`config.mk`:
```
export PLATFORM = sky130hd
export DESIGN_NAME = sm83_alu_flags_unit_flat
export DESIGN_NICKNAME = d
export VERILOG_FILES = /design/src/sm83_pkg.sv /design/src/sm83_req_if.sv /design/src/sm83_rsp_if.sv /design/src/sm83_alu_core.sv /design/src/sm83_alu_flags_unit.sv /design/src/flat_wrapper.sv
export SDC_FILE = /design/constraint.sdc
export NUM_CORES = 1
export LEC_CHECK = 0
export ABC_AREA = 0
export BUFFER_PORTS_ARGS = -buffer_cell sky130_fd_sc_hd__buf_2
export CAP_MARGIN = 20
export CORE_MARGIN = 5
export CORE_UTILIZATION = 35
export CTS_BUF_LIST = sky130_fd_sc_hd__clkbuf_8
export DETAILED_ROUTE_END_ITERATION = 7
export SLEW_MARGIN = 20
export SYNTH_ARGS = -nofsm -noshare
export SYNTH_HDL_FRONTEND = slang
export SYNTH_HIERARCHICAL = 1
export SYNTH_SLANG_ARGS = --single-unit
```
`constraint.sdc`:
```
create_clock -name clk -period 4.2 [get_ports clk]
set_clock_uncertainty 0.2 [all_clocks]
set_input_delay 0.42 -clock clk [delete_from_list [all_inputs] [get_ports clk]]
set_output_delay 0.42 -clock clk [all_outputs]
set_load 0.05 [all_outputs]
```
`src/sm83_pkg.sv`:
```
`timescale 1ns / 1ps

package sm83_pkg;

	typedef enum logic [4:0] {
		OP_ADD   = 5'd0,
		OP_ADC   = 5'd1,
		OP_SUB   = 5'd2,
		OP_SBC   = 5'd3,
		OP_AND   = 5'd4,
		OP_XOR   = 5'd5,
		OP_OR    = 5'd6,
		OP_CP    = 5'd7,
		OP_RLC   = 5'd8,
		OP_RRC   = 5'd9,
		OP_RL    = 5'd10,
		OP_RR    = 5'd11,
		OP_SLA   = 5'd12,
		OP_SRA   = 5'd13,
		OP_SWAP  = 5'd14,
		OP_SRL   = 5'd15,
		OP_RLCA  = 5'd16,
		OP_RRCA  = 5'd17,
		OP_RLA   = 5'd18,
		OP_RRA   = 5'd19,
		OP_DAA   = 5'd20,
		OP_CPL   = 5'd21,
		OP_SCF   = 5'd22,
		OP_CCF   = 5'd23,
		OP_BIT   = 5'd24,
		OP_RES   = 5'd25,
		OP_SET   = 5'd26,
		OP_INC   = 5'd27,
		OP_DEC   = 5'd28,
		OP_ADD16 = 5'd29,
		OP_ADDSP = 5'd30
	} op_t;

	// Bit positions inside the four-bit flag nibble.
	localparam int FLAG_Z = 3;
	localparam int FLAG_N = 2;
	localparam int FLAG_H = 1;
	localparam int FLAG_C = 0;

	localparam logic [7:0] DAA_LIMIT    = 8'h99;
	localparam logic [7:0] DAA_HI_CORR  = 8'h60;
	localparam logic [7:0] DAA_LO_CORR  = 8'h06;
	localparam logic [3:0] BCD_MAX      = 4'd9;

	typedef struct packed {
		logic [4:0]  req_type;
		logic [15:0] first_operand;
		logic [15:0] second_operand;
		logic [2:0]  bit_index;
		logic [3:0]  flags_in;
	} req_t;

	typedef struct packed {
		logic [15:0] result_value;
		logic [3:0]  flags_out;
		logic        writes_result;
	} rsp_t;

endpackage

```
`src/sm83_req_if.sv`:
```
`timescale 1ns / 1ps

interface sm83_req_if;
	logic        valid;
	logic        ready;
	logic [4:0]  req_type;
	logic [15:0] first_operand;
	logic [15:0] second_operand;
	logic [2:0]  bit_index;
	logic [3:0]  flags_in;

	modport source (
		output valid, req_type, first_operand, second_operand, bit_index, flags_in,
		input  ready
	);
	modport sink (
		input  valid, req_type, first_operand, second_operand, bit_index, flags_in,
		output ready
	);
endinterface

```
`src/sm83_rsp_if.sv`:
```
`timescale 1ns / 1ps

interface sm83_rsp_if;
	logic        valid;
	logic        ready;
	logic [15:0] result_value;
	logic [3:0]  flags_out;
	logic        writes_result;

	modport source (
		output valid, result_value, flags_out, writes_result,
		input  ready
	);
	modport sink (
		input  valid, result_value, flags_out, writes_result,
		output ready
	);
endinterface

```
`src/sm83_alu_core.sv`:
```
`timescale 1ns / 1ps

module sm83_alu_core (
	input  sm83_pkg::req_t req,
	output sm83_pkg::rsp_t rsp
);

	logic [7:0]  a;
	logic [7:0]  b;
	logic [15:0] w1;
	logic [15:0] w2;
	logic [3:0]  fin;
	logic        cy;
	logic [8:0]  sum9;
	logic [4:0]  hsum;
	logic [8:0]  diff9;
	logic [4:0]  hdiff;
	logic [7:0]  sh_r;
	logic        sh_out;
	logic        daa_c;
	logic [7:0]  daa_corr;
	logic [7:0]  daa_r;
	logic [7:0]  mask;
	logic [7:0]  inc_r;
	logic [7:0]  dec_r;
	logic [16:0] add16;
	logic [12:0] add12;
	logic [15:0] ext;
	logic [8:0]  sp_lo;
	logic [4:0]  sp_nib;

	assign a    = req.first_operand[7:0];
	assign b    = req.second_operand[7:0];
	assign w1   = req.first_operand;
	assign w2   = req.second_operand;
	assign fin  = req.flags_in;
	assign mask = 8'(1) << req.bit_index;

	assign cy = ((sm83_pkg::op_t'(req.req_type) == sm83_pkg::OP_ADC) ||
	             (sm83_pkg::op_t'(req.req_type) == sm83_pkg::OP_SBC)) && fin[sm83_pkg::FLAG_C];

	assign sum9  = {1'b0, a} + {1'b0, b} + {8'd0, cy};
	assign hsum  = {1'b0, a[3:0]} + {1'b0, b[3:0]} + {4'd0, cy};
	// Bit 8 of the difference is the borrow, i.e. a < b + carry.
	assign diff9 = {1'b0, a} - {1'b0, b} - {8'd0, cy};
	assign hdiff = {1'b0, a[3:0]} - {1'b0, b[3:0]} - {4'd0, cy};

	assign inc_r  = a + 8'd1;
	assign dec_r  = a - 8'd1;
	assign add16  = {1'b0, w1} + {1'b0, w2};
	assign add12  = {1'b0, w1[11:0]} + {1'b0, w2[11:0]};
	assign ext    = {{8{b[7]}}, b};
	assign sp_lo  = {1'b0, w1[7:0]} + {1'b0, b};
	assign sp_nib = {1'b0, w1[3:0]} + {1'b0, b[3:0]};

	always_comb begin
		sh_r   = a;
		sh_out = 1'b0;
		case (sm83_pkg::op_t'(req.req_type))
			sm83_pkg::OP_RLC, sm83_pkg::OP_RLCA: begin
				sh_out = a[7];
				sh_r   = {a[6:0], a[7]};
			end
			sm83_pkg::OP_RRC, sm83_pkg::OP_RRCA: begin
				sh_out = a[0];
				sh_r   = {a[0], a[7:1]};
			end
			sm83_pkg::OP_RL, sm83_pkg::OP_RLA: begin
				sh_out = a[7];
				sh_r   = {a[6:0], fin[sm83_pkg::FLAG_C]};
			end
			sm83_pkg::OP_RR, sm83_pkg::OP_RRA: begin
				sh_out = a[0];
				sh_r   = {fin[sm83_pkg::FLAG_C], a[7:1]};
			end
			sm83_pkg::OP_SLA: begin
				sh_out = a[7];
				sh_r   = {a[6:0], 1'b0};
			end
			sm83_pkg::OP_SRA: begin
				sh_out = a[0];
				sh_r   = {a[7], a[7:1]};
			end
			sm83_pkg::OP_SWAP: begin
				sh_r = {a[3:0], a[7:4]};
			end
			sm83_pkg::OP_SRL: begin
				sh_out = a[0];
				sh_r   = {1'b0, a[7:1]};
			end
			default: begin
				sh_r   = a;
				sh_out = 1'b0;
			end
		endcase
	end

	always_comb begin
		daa_corr = 8'd0;
		daa_c    = fin[sm83_pkg::FLAG_C];
		if (!fin[sm83_pkg::FLAG_N]) begin
			if (fin[sm83_pkg::FLAG_C] || (a > sm83_pkg::DAA_LIMIT)) begin
				daa_corr = daa_corr | sm83_pkg::DAA_HI_CORR;
				daa_c    = 1'b1;
			end
			if (fin[sm83_pkg::FLAG_H] || (a[3:0] > sm83_pkg::BCD_MAX)) begin
				daa_corr = daa_corr | sm83_pkg::DAA_LO_CORR;
			end
			daa_r = a + daa_corr;
		end else begin
			if (fin[sm83_pkg::FLAG_C]) begin
				daa_corr = daa_corr | sm83_pkg::DAA_HI_CORR;
			end
			if (fin[sm83_pkg::FLAG_H]) begin
				daa_corr = daa_corr | sm83_pkg::DAA_LO_CORR;
			end
			daa_r = a - daa_corr;
		end
	end

	always_comb begin
		rsp.result_value  = {8'd0, a};
		rsp.flags_out     = fin;
		rsp.writes_result = 1'b1;
		case (sm83_pkg::op_t'(req.req_type))
			sm83_pkg::OP_ADD, sm83_pkg::OP_ADC: begin
				rsp.result_value = {8'd0, sum9[7:0]};
				rsp.flags_out    = {sum9[7:0] == 8'd0, 1'b0, hsum[4], sum9[8]};
			end
			sm83_pkg::OP_SUB, sm83_pkg::OP_SBC: begin
				rsp.result_value = {8'd0, diff9[7:0]};
				rsp.flags_out    = {diff9[7:0] == 8'd0, 1'b1, hdiff[4], diff9[8]};
			end
			sm83_pkg::OP_CP: begin
				rsp.flags_out     = {diff9[7:0] == 8'd0, 1'b1, hdiff[4], diff9[8]};
				rsp.writes_result = 1'b0;
			end
			sm83_pkg::OP_AND: begin
				rsp.result_value = {8'd0, a & b};
				rsp.flags_out    = {(a & b) == 8'd0, 1'b0, 1'b1, 1'b0};
			end
			sm83_pkg::OP_XOR: begin
				rsp.result_value = {8'd0, a ^ b};
				rsp.flags_out    = {(a ^ b) == 8'd0, 3'b000};
			end
			sm83_pkg::OP_OR: begin
				rsp.result_value = {8'd0, a | b};
				rsp.flags_out    = {(a | b) == 8'd0, 3'b000};
			end
			sm83_pkg::OP_RLC, sm83_pkg::OP_RRC, sm83_pkg::OP_RL, sm83_pkg::OP_RR,
			sm83_pkg::OP_SLA, sm83_pkg::OP_SRA, sm83_pkg::OP_SWAP, sm83_pkg::OP_SRL: begin
				rsp.result_value = {8'd0, sh_r};
				rsp.flags_out    = {sh_r == 8'd0, 2'b00, sh_out};
			end
			// The accumulator rotates always clear Z.
			sm83_pkg::OP_RLCA, sm83_pkg::OP_RRCA, sm83_pkg::OP_RLA, sm83_pkg::OP_RRA: begin
				rsp.result_value = {8'd0, sh_r};
				rsp.flags_out    = {3'b000, sh_out};
			end
			sm83_pkg::OP_DAA: begin
				rsp.result_value = {8'd0, daa_r};
				rsp.flags_out    = {daa_r == 8'd0, fin[sm83_pkg::FLAG_N], 1'b0, daa_c};
			end
			sm83_pkg::OP_CPL: begin
				rsp.result_value = {8'd0, ~a};
				rsp.flags_out    = {fin[sm83_pkg::FLAG_Z], 2'b11, fin[sm83_pkg::FLAG_C]};
			end
			sm83_pkg::OP_SCF: begin
				rsp.flags_out     = {fin[sm83_pkg::FLAG_Z], 3'b001};
				rsp.writes_result = 1'b0;
			end
			sm83_pkg::OP_CCF: begin
				rsp.flags_out     = {fin[sm83_pkg::FLAG_Z], 2'b00, ~fin[sm83_pkg::FLAG_C]};
				rsp.writes_result = 1'b0;
			end
			sm83_pkg::OP_BIT: begin
				rsp.flags_out     = {(a & mask) == 8'd0, 2'b01, fin[sm83_pkg::FLAG_C]};
				rsp.writes_result = 1'b0;
			end
			sm83_pkg::OP_RES: begin
				rsp.result_value = {8'd0, a & ~mask};
			end
			sm83_pkg::OP_SET: begin
				rsp.result_value = {8'd0, a | mask};
			end
			sm83_pkg::OP_INC: begin
				rsp.result_value = {8'd0, inc_r};
				rsp.flags_out    = {inc_r == 8'd0, 1'b0, a[3:0] == 4'hF,
				                    fin[sm83_pkg::FLAG_C]};
			end
			sm83_pkg::OP_DEC: begin
				rsp.result_value = {8'd0, dec_r};
				rsp.flags_out    = {dec_r == 8'd0, 1'b1, a[3:0] == 4'h0,
				                    fin[sm83_pkg::FLAG_C]};
			end
			sm83_pkg::OP_ADD16: begin
				rsp.result_value = add16[15:0];
				rsp.flags_out    = {fin[sm83_pkg::FLAG_Z], 1'b0, add12[12], add16[16]};
			end
			// ADD SP,e takes H and C from the low byte, unsigned.
			sm83_pkg::OP_ADDSP: begin
				rsp.result_value = w1 + ext;
				rsp.flags_out    = {2'b00, sp_nib[4], sp_lo[8]};
			end
			default: begin
				rsp.result_value  = w1;
				rsp.flags_out     = fin;
				rsp.writes_result = 1'b0;
			end
		endcase
	end

endmodule

```
`src/sm83_alu_flags_unit.sv`:
```
`timescale 1ns / 1ps
// Channel  Dir  Handshake      Payload
// req      in   valid / ready  req_type, first_operand, second_operand, bit_index, flags_in
// rsp      out  valid / ready  result_value, flags_out, writes_result
//
// An accepted request passes through the input register, then the ALU and flag logic,
// then the result register. One transaction per cycle is sustained while rsp.ready is high.
// Reset clears both stage valid bits; the pipeline is empty afterwards.
// A stalled response holds the result register; the input stage still takes one more
// request, and only when both stages are full does req.ready drop.

module sm83_alu_flags_unit (
	input logic       clk,
	input logic       arst_n,
	sm83_req_if.sink  req,
	sm83_rsp_if.source rsp
);

	logic           valid_s1;
	logic           valid_s2;
	sm83_pkg::req_t req_s1;
	sm83_pkg::rsp_t rsp_s2;
	sm83_pkg::rsp_t core_rsp;
	logic           adv_s1;
	logic           adv_s2;

	assign adv_s2    = !valid_s2 || rsp.ready;
	assign adv_s1    = !valid_s1 || adv_s2;
	assign req.ready = adv_s1;

	always_ff @(posedge clk or negedge arst_n) begin
		if (!arst_n) begin
			valid_s1 <= 1'b0;
			valid_s2 <= 1'b0;
		end else begin
			if (adv_s1) begin
				valid_s1 <= req.valid;
			end
			if (adv_s2) begin
				valid_s2 <= valid_s1;
			end
		end
	end

	always_ff @(posedge clk) begin
		if (adv_s1 && req.valid) begin
			req_s1.req_type       <= req.req_type;
			req_s1.first_operand  <= req.first_operand;
			req_s1.second_operand <= req.second_operand;
			req_s1.bit_index      <= req.bit_index;
			req_s1.flags_in       <= req.flags_in;
		end
		if (adv_s2 && valid_s1) begin
			rsp_s2 <= core_rsp;
		end
	end

	sm83_alu_core u_core (
		.req (req_s1),
		.rsp (core_rsp)
	);

	assign rsp.valid         = valid_s2;
	assign rsp.result_value  = rsp_s2.result_value;
	assign rsp.flags_out     = rsp_s2.flags_out;
	assign rsp.writes_result = rsp_s2.writes_result;

	a_reset_empty: assert property (@(posedge clk) !arst_n |-> !valid_s1 && !valid_s2)
		else $error("pipeline not empty during reset");

	a_full_blocks: assert property (@(posedge clk) disable iff (!arst_n)
		(valid_s1 && valid_s2 && !rsp.ready) |-> !req.ready)
		else $error("request taken while both stages are full");

	a_s1_hold: assert property (@(posedge clk) disable iff (!arst_n)
		(valid_s1 && !adv_s2) |=> (valid_s1 && $stable(req_s1)))
		else $error("input stage lost its transaction during a stall");

	a_s2_load: assert property (@(posedge clk) disable iff (!arst_n)
		(valid_s1 && adv_s2) |=> (valid_s2 && rsp_s2 == $past(core_rsp)))
		else $error("result register did not capture the ALU output");

endmodule
```
`src/flat_wrapper.sv`:
```
// flat-port wrapper written by rule: the top's interface ports become plain ports
module sm83_alu_flags_unit_flat 
  (clk, arst_n, req_valid, req_req_type, req_first_operand, req_second_operand, req_bit_index, req_flags_in, req_ready, rsp_valid, rsp_result_value, rsp_flags_out, rsp_writes_result, rsp_ready);
  sm83_req_if req_i ();
  sm83_rsp_if rsp_i ();
  input logic clk;
  input logic arst_n;
  input wire logic [$bits(req_i.valid)-1:0] req_valid;
  input wire logic [$bits(req_i.req_type)-1:0] req_req_type;
  input wire logic [$bits(req_i.first_operand)-1:0] req_first_operand;
  input wire logic [$bits(req_i.second_operand)-1:0] req_second_operand;
  input wire logic [$bits(req_i.bit_index)-1:0] req_bit_index;
  input wire logic [$bits(req_i.flags_in)-1:0] req_flags_in;
  output wire logic [$bits(req_i.ready)-1:0] req_ready;
  output wire logic [$bits(rsp_i.valid)-1:0] rsp_valid;
  output wire logic [$bits(rsp_i.result_value)-1:0] rsp_result_value;
  output wire logic [$bits(rsp_i.flags_out)-1:0] rsp_flags_out;
  output wire logic [$bits(rsp_i.writes_result)-1:0] rsp_writes_result;
  input wire logic [$bits(rsp_i.ready)-1:0] rsp_ready;
  assign req_i.valid = req_valid;
  assign req_i.req_type = req_req_type;
  assign req_i.first_operand = req_first_operand;
  assign req_i.second_operand = req_second_operand;
  assign req_i.bit_index = req_bit_index;
  assign req_i.flags_in = req_flags_in;
  assign req_ready = req_i.ready;
  assign rsp_valid = rsp_i.valid;
  assign rsp_result_value = rsp_i.result_value;
  assign rsp_flags_out = rsp_i.flags_out;
  assign rsp_writes_result = rsp_i.writes_result;
  assign rsp_i.ready = rsp_ready;
  sm83_alu_flags_unit u_core (.clk(clk), .arst_n(arst_n), .req(req_i), .rsp(rsp_i));
endmodule
```
# == Word level (Yosys, flattened, before mapping) ==
# Cells that the tools add are included.
# op_classes
n_bitwise,9
addsub,15
magnitude_cmp,2
mux,14
shift,1
reduce_logical,36
n_eq_ne,31
# op_table
cell,n
16-bit case mux with 15 select lines,1
8-bit zero test,10
5-bit equality test (second input constant),15
4-bit case mux with 16 select lines,1
8-bit case mux with 8 select lines,1
5-bit by 4-bit equality test with 1-bit output (second input constant),8
27-bit OR reduction,1
8-bit AND,3
8-bit 2-to-1 mux,3
5-bit by 3-bit equality test with 1-bit output (second input constant),4
16-bit by 16-bit adder with 17-bit output,1
16-bit adder,1
8-bit inverter,2
8-bit bitwise OR,2
7-bit 2-to-1 mux,2
12-bit by 12-bit adder with 13-bit output,1
12-bit OR reduction,1
2-bit OR reduction,6
5-bit by 2-bit equality test with 1-bit output (second input constant),2
8-bit by 8-bit adder with 9-bit output,1
9-bit by 1-bit adder with 9-bit output,1
8-bit by 8-bit subtractor with 9-bit output,1
9-bit by 1-bit subtractor with 9-bit output,1
8-bit by 1-bit adder with 8-bit output (second input constant),1
27 further kinds,38
# word_totals
out_inout_bits,23
inputBits,48
reg_bits,67

# == Depth between registers and ports, before layout ==
# logic_depth
ltp_word,9
depth_mapped,17
ltp_nobuf,16

# == By module ==
# Netlist, hierarchy kept.
# modules_own_cells
module,area_each_um2,cells_per_inst,instances
sm83_alu_core,4376.7,645,1
sm83_alu_flags_unit,2055.7,73,1

# == Least setup slack after synthesis ==
# OpenSTA, ideal clock, no wires.
# synth_timing
path_type,register to register
from,register u_core/req_s1[41] in the netlist's numbering
to,"register u_core.rsp_s2, in the netlist u_core/rsp.flags_out[0] (data pin)"
path_buffers,2
path_slack_ns,0.415
arrival_time_ns,3.327
stages_incl_launch_ff,14
required_ns,3.741
path_cell_list,edfxtp_1 buf_2 buf_1 nor3_1 nand3_1 fa_1 fa_1 o21a_1 nor2_1 o21ai_0 a31oi_1 xnor2_1 o221ai_1 a211o_1
# synth_rtl
item,line,source
from (decl),sm83_alu_flags_unit.sv:21,sm83_pkg::req_t req_s1;
to (signal assigned),sm83_alu_flags_unit.sv:54,rsp_s2 <= core_rsp;
to (decl),sm83_alu_flags_unit.sv:22,sm83_pkg::rsp_t rsp_s2;

==> parameters.txt <==
Parameter                              Value

Critical path
  Kind of capture point of the worst setup path ... flip-flop
  Critical Setup Path Class ... flip-flop to flip-flop
  Startpoint class of the critical path ... flip-flop
  Worst path required time ... 4.09 ns
  Slowest stage cell, crit path ... sky130_fd_sc_hd__fa_1
  Worst-path maximum fanout ... 4
  Maximum single-stage delay on the critical path ... 0.62 ns
  Arrival @ worst endpoint ... ~3.8 ns
  Critical-path cell list ... nor3_1 -> nand3_1 -> fa_1 -> inv_1 -> ha_1 -> o21ai_0 -> nand2_1 -> a31oi_1 -> xor2_1 -> nor2_1 -> a2111oi_0 -> a32oi_1

Timing
  Count of final max-slew check failures ... 0
  Setup total negative slack ... 0 ns
  Worst-Margin Slew ... 1.11 ns
  Final setup violation count ... 0
  Relative slew margins ... 25.8%
  Final-report hold violation count ... 0
  Period utilisation layout ... 93.6%
  Fmax achieved ... ~0.25 GHz
  RSZ-0062 raised after global routing ... no
  Clock period minus final worst setup slack ... approximately 3.9 ns

Synth
  Sequential element share of the synthesized area ... 31.1%
  Number of library cell types mapped by synthesis ... a little over 80
  Async S/R FF share, synth ... 2.99%
  Flop and latch count out of synthesis ... 67
  Mean post-synth cell area ... 8.96 um2
  Ys Warns ... 6
  Most frequently used flop master after synthesis ... sky130_fd_sc_hd__edfxtp_1
  Net Count, Synth ... approximately 830
  Number of enable-type register cells in the synthesized netlist ... 65
  Post-synthesis instance area ... 6430 um2
  Post-synthesis instance total ... 718

GRT
  Largest net degree at the start of global routing ... 45
  Remaining global-route overflow ... 0
  Total GRT Usage ... 21.0%
  Antenna violations before repair ... 0
  First-pass GRT wire length ... 35.4 mm
  Number of global-route vias before repair ... between 5000 and 6000

Floorplan
  DIE WIDTH ... ~150 um
  I/O pin total ... 71
  Total die area ... 21200 um2
  Vertical die dimension ... ~150 um
  Site row count ... 49
  Initial cell density of the core ... between 30% and 40%
  Floorplan Core Area ... around 18000 um2

Pwr
  Total Power ... 2180 uW
  Leakage ... 0.00295 uW
  Max IR drop VDD ... 0.000135 V
  Total power per unit cell area ... 297 nW/um2

Clock tree
  Setup repair bufs after CTS ... 0
  Num CTS Buffers ... 9
  Insertion delay of the later-clocked pin in the worst-skew pair ... 0.37 ns
  Max Buffers Root-to-Sink ... 2
  Clk sinks ... 67
  H-Tree Level Count ... 3
  TritonCTS clock tree ... built
  Clock Root Buffer ... sky130_fd_sc_hd__clkbuf_8
  Clock transition at path regs ... 0.08 ns

Placed design
  GP Congestion ... 1.03
  Count of buffers inserted at the top-level ports ... 70
  HPWL after detailed placement ... 17.6 mm

Final layout
  Commonest non-fill, non-tap cell in the layout ... sky130_fd_sc_hd__buf_2
  Commonest cells after routing, fill and taps aside ... sky130_fd_sc_hd__buf_2, sky130_fd_sc_hd__edfxtp_1, sky130_fd_sc_hd__ha_1, sky130_fd_sc_hd__nand2_1, sky130_fd_sc_hd__nor2_1
  Layout Area Growth over Synthesis ... 14.1%
  Share of post-route cells with drive strength above 1 ... about 18%
  Number of antenna cells inserted ... 0
  Number of fillers in the final layout ... between 1500 and 2000
  Nets ... between 900 and 1000

Route
  DR WL/cell ... 22.1 um
  Via count ... 6200
  Number of remaining DRC errors ... 0
  Antenna-violating nets left ... 0
  Post-Route WL ... 22.8 mm
  Vias per Instance ... between 6 and 7
  Count of routing violations after the opening detailed-route iteration ... 675
  Length of the first detailed-routing pass in iterations ... 6

Outcome
  Run status ... complete, no violations

Worst hold path
  Class of the tightest hold or removal check ... input pin to flip-flop

Run
  Max Cap Violations ... 0
-- worst paths after layout --
| path | startpoint | endpoint | slack (ns) | cells after the start |
|---|---|---|---|---|
| max in group asynchronous | arst_n | u_core/valid_s1 | 3.54 | 2 |
| worst max register to register | u_core/req_s1[43] | u_core/rsp.result_value[5] | 0.27 | 12 |
| worst min-delay path | req_flags_in[1] | u_core/req_s1[1] | 0.02 | 1 |
| worst min register to register | u_core/valid_s1 | u_core/rsp.valid | 0.36 | 1 |
| worst max-delay path | u_core/req_s1[43] | u_core/rsp.result_value[5] | 0.27 | 12 |
| min in group asynchronous | arst_n | u_core/rsp.valid | 0.16 | 2 |
-- state kept, by name, summed over array words and instances (netlist names) --
signal and cells:
u_core/req_s1 44, u_core/rsp.flags_out 4, u_core/rsp.result_value 16, u_core/rsp.valid 1, u_core/rsp.writes_result 1, u_core/valid_s1 1
-- report_power, final --
group          total [uW]  internal, uW  switching, uW
logic                 867           310            557
registers             840           802           38.6
clock network         475           206            268
-- worst max-delay path, delay by kind of cell (launching register included) --
family,cells,cell delay (ns)
adders and majority gates,2,0.79
and+or+nand+nor,4,0.86
DFF,1,0.39
xor gates and xnor gates,1,0.24
buffers and inverters,1,0.06
AOI/OAI and AO/OA,4,1.12
-- metal layers --
layer | up-vias | wire, um | GRT usage, %
met2 | 323 | 10100 | 32.4
met1 | 2911 | 9920 | 29.0
met4 | 0 | 799 | 7.51
met5 | - | 0 | 0
met3 | 63 | 1970 | 4.76
li1 | 2903 | - | -
-- area by class of cell --
cell class | count | area (um2) | area share (%)
well taps | 229 | 287 | 3.90
repair buffers | 107 | 633 | 8.63
multi-input cells | 576 | 4120 | 56.2
flip-flops and latches | 67 | 2000 | 27.3
clock inverters | 5 | 32.5 | 0.443
inverters | 37 | 139 | 1.89
clock buffers | 9 | 124 | 1.69
-- Yosys cell counts (4+ instances only) --
| cell type | count | area, um2 |
|---|---|---|
| sky130_fd_sc_hd__a211o_1 | 4 | 35.0 |
| sky130_fd_sc_hd__nand2b_1 | 8 | 50.1 |
| sky130_fd_sc_hd__nor3_1 | 35 | 175 |
| sky130_fd_sc_hd__o2111ai_1 | 6 | 52.6 |
| sky130_fd_sc_hd__a22oi_1 | 10 | 75.1 |
| sky130_fd_sc_hd__nand2_1 | 54 | 203 |
| sky130_fd_sc_hd__nor3b_1 | 5 | 37.5 |
| sky130_fd_sc_hd__xor2_1 | 16 | 140 |
| sky130_fd_sc_hd__a21oi_1 | 33 | 165 |
| sky130_fd_sc_hd__ha_1 | 60 | 751 |
| sky130_fd_sc_hd__or3_1 | 10 | 62.6 |
| sky130_fd_sc_hd__a211oi_1 | 8 | 60.1 |
| sky130_fd_sc_hd__nand3_1 | 27 | 135 |
| sky130_fd_sc_hd__nand3b_1 | 4 | 30.0 |
| sky130_fd_sc_hd__nand4b_1 | 4 | 35.0 |
| sky130_fd_sc_hd__a221oi_1 | 5 | 43.8 |
| sky130_fd_sc_hd__buf_1 | 5 | 18.8 |
| sky130_fd_sc_hd__nor2_1 | 45 | 169 |
| sky130_fd_sc_hd__inv_1 | 36 | 135 |
| sky130_fd_sc_hd__o211ai_1 | 6 | 45.0 |
| sky130_fd_sc_hd__a2111oi_0 | 7 | 61.3 |
| sky130_fd_sc_hd__mux2i_1 | 7 | 70.1 |
| sky130_fd_sc_hd__o21a_1 | 6 | 45.0 |
| sky130_fd_sc_hd__buf_2 | 6 | 30.0 |
| sky130_fd_sc_hd__xnor2_1 | 29 | 254 |
| sky130_fd_sc_hd__nand4_1 | 12 | 75.1 |
| sky130_fd_sc_hd__a31oi_1 | 10 | 62.6 |
| sky130_fd_sc_hd__a31o_2 | 4 | 35.0 |
| sky130_fd_sc_hd__a221o_1 | 7 | 70.1 |
| sky130_fd_sc_hd__and3_1 | 6 | 37.5 |
| sky130_fd_sc_hd__o21ai_0 | 41 | 205 |
| sky130_fd_sc_hd__nor4_1 | 8 | 50.1 |
| sky130_fd_sc_hd__o22ai_1 | 12 | 75.1 |
| sky130_fd_sc_hd__edfxtp_1 | 65 | 1950 |
| sky130_fd_sc_hd__and2_1 | 5 | 31.3 |
| sky130_fd_sc_hd__a21o_1 | 11 | 82.6 |
| sky130_fd_sc_hd__clkbuf_1 | 22 | 82.6 |
| sky130_fd_sc_hd__nor2b_1 | 6 | 37.5 |
-- logic make-up after synthesis --
logic type / after synthesis / share of synthesized area (%)
buffers and inverters: 75 / 4.80
flip-flops: 67 / 31.1
XOR/XNOR: 45 / 6.13
AND/OR/NAND/NOR: 252 / 20.7
AO/OA/AOI/OAI: 204 / 22.3
multiplexers: 11 / 2.20
adder cells (fa/ha/maj): 64 / 12.8
-- repair_timing --
| item | CTS | global route |
|---|---|---|
| hold buffers | 1 | 1 |
| endpoints found under the setup margin | 0 | 0 |
| endpoints found under the hold margin | 2 | 1 |
| resized for setup | 0 | 0 |
-- metrics by stage --
stage          setup WS [ns]  util, %  cells  cell area, um2  hold WS, ns
3_3_place_gp           0.443     39.7   1014            7160      0.00555
4_1_cts                0.351     40.7   1029            7330      0.00400
3_5_place_dp           0.349     39.7   1014            7160      0.00824
5_1_grt               0.0200     40.7   1030            7340     0.000552
6_report               0.267     40.7   1030            7340       0.0225
2_1_floorplan          0.415        -    718            6430      -0.0756
Note: power is estimated with default switching activity, not from simulation.
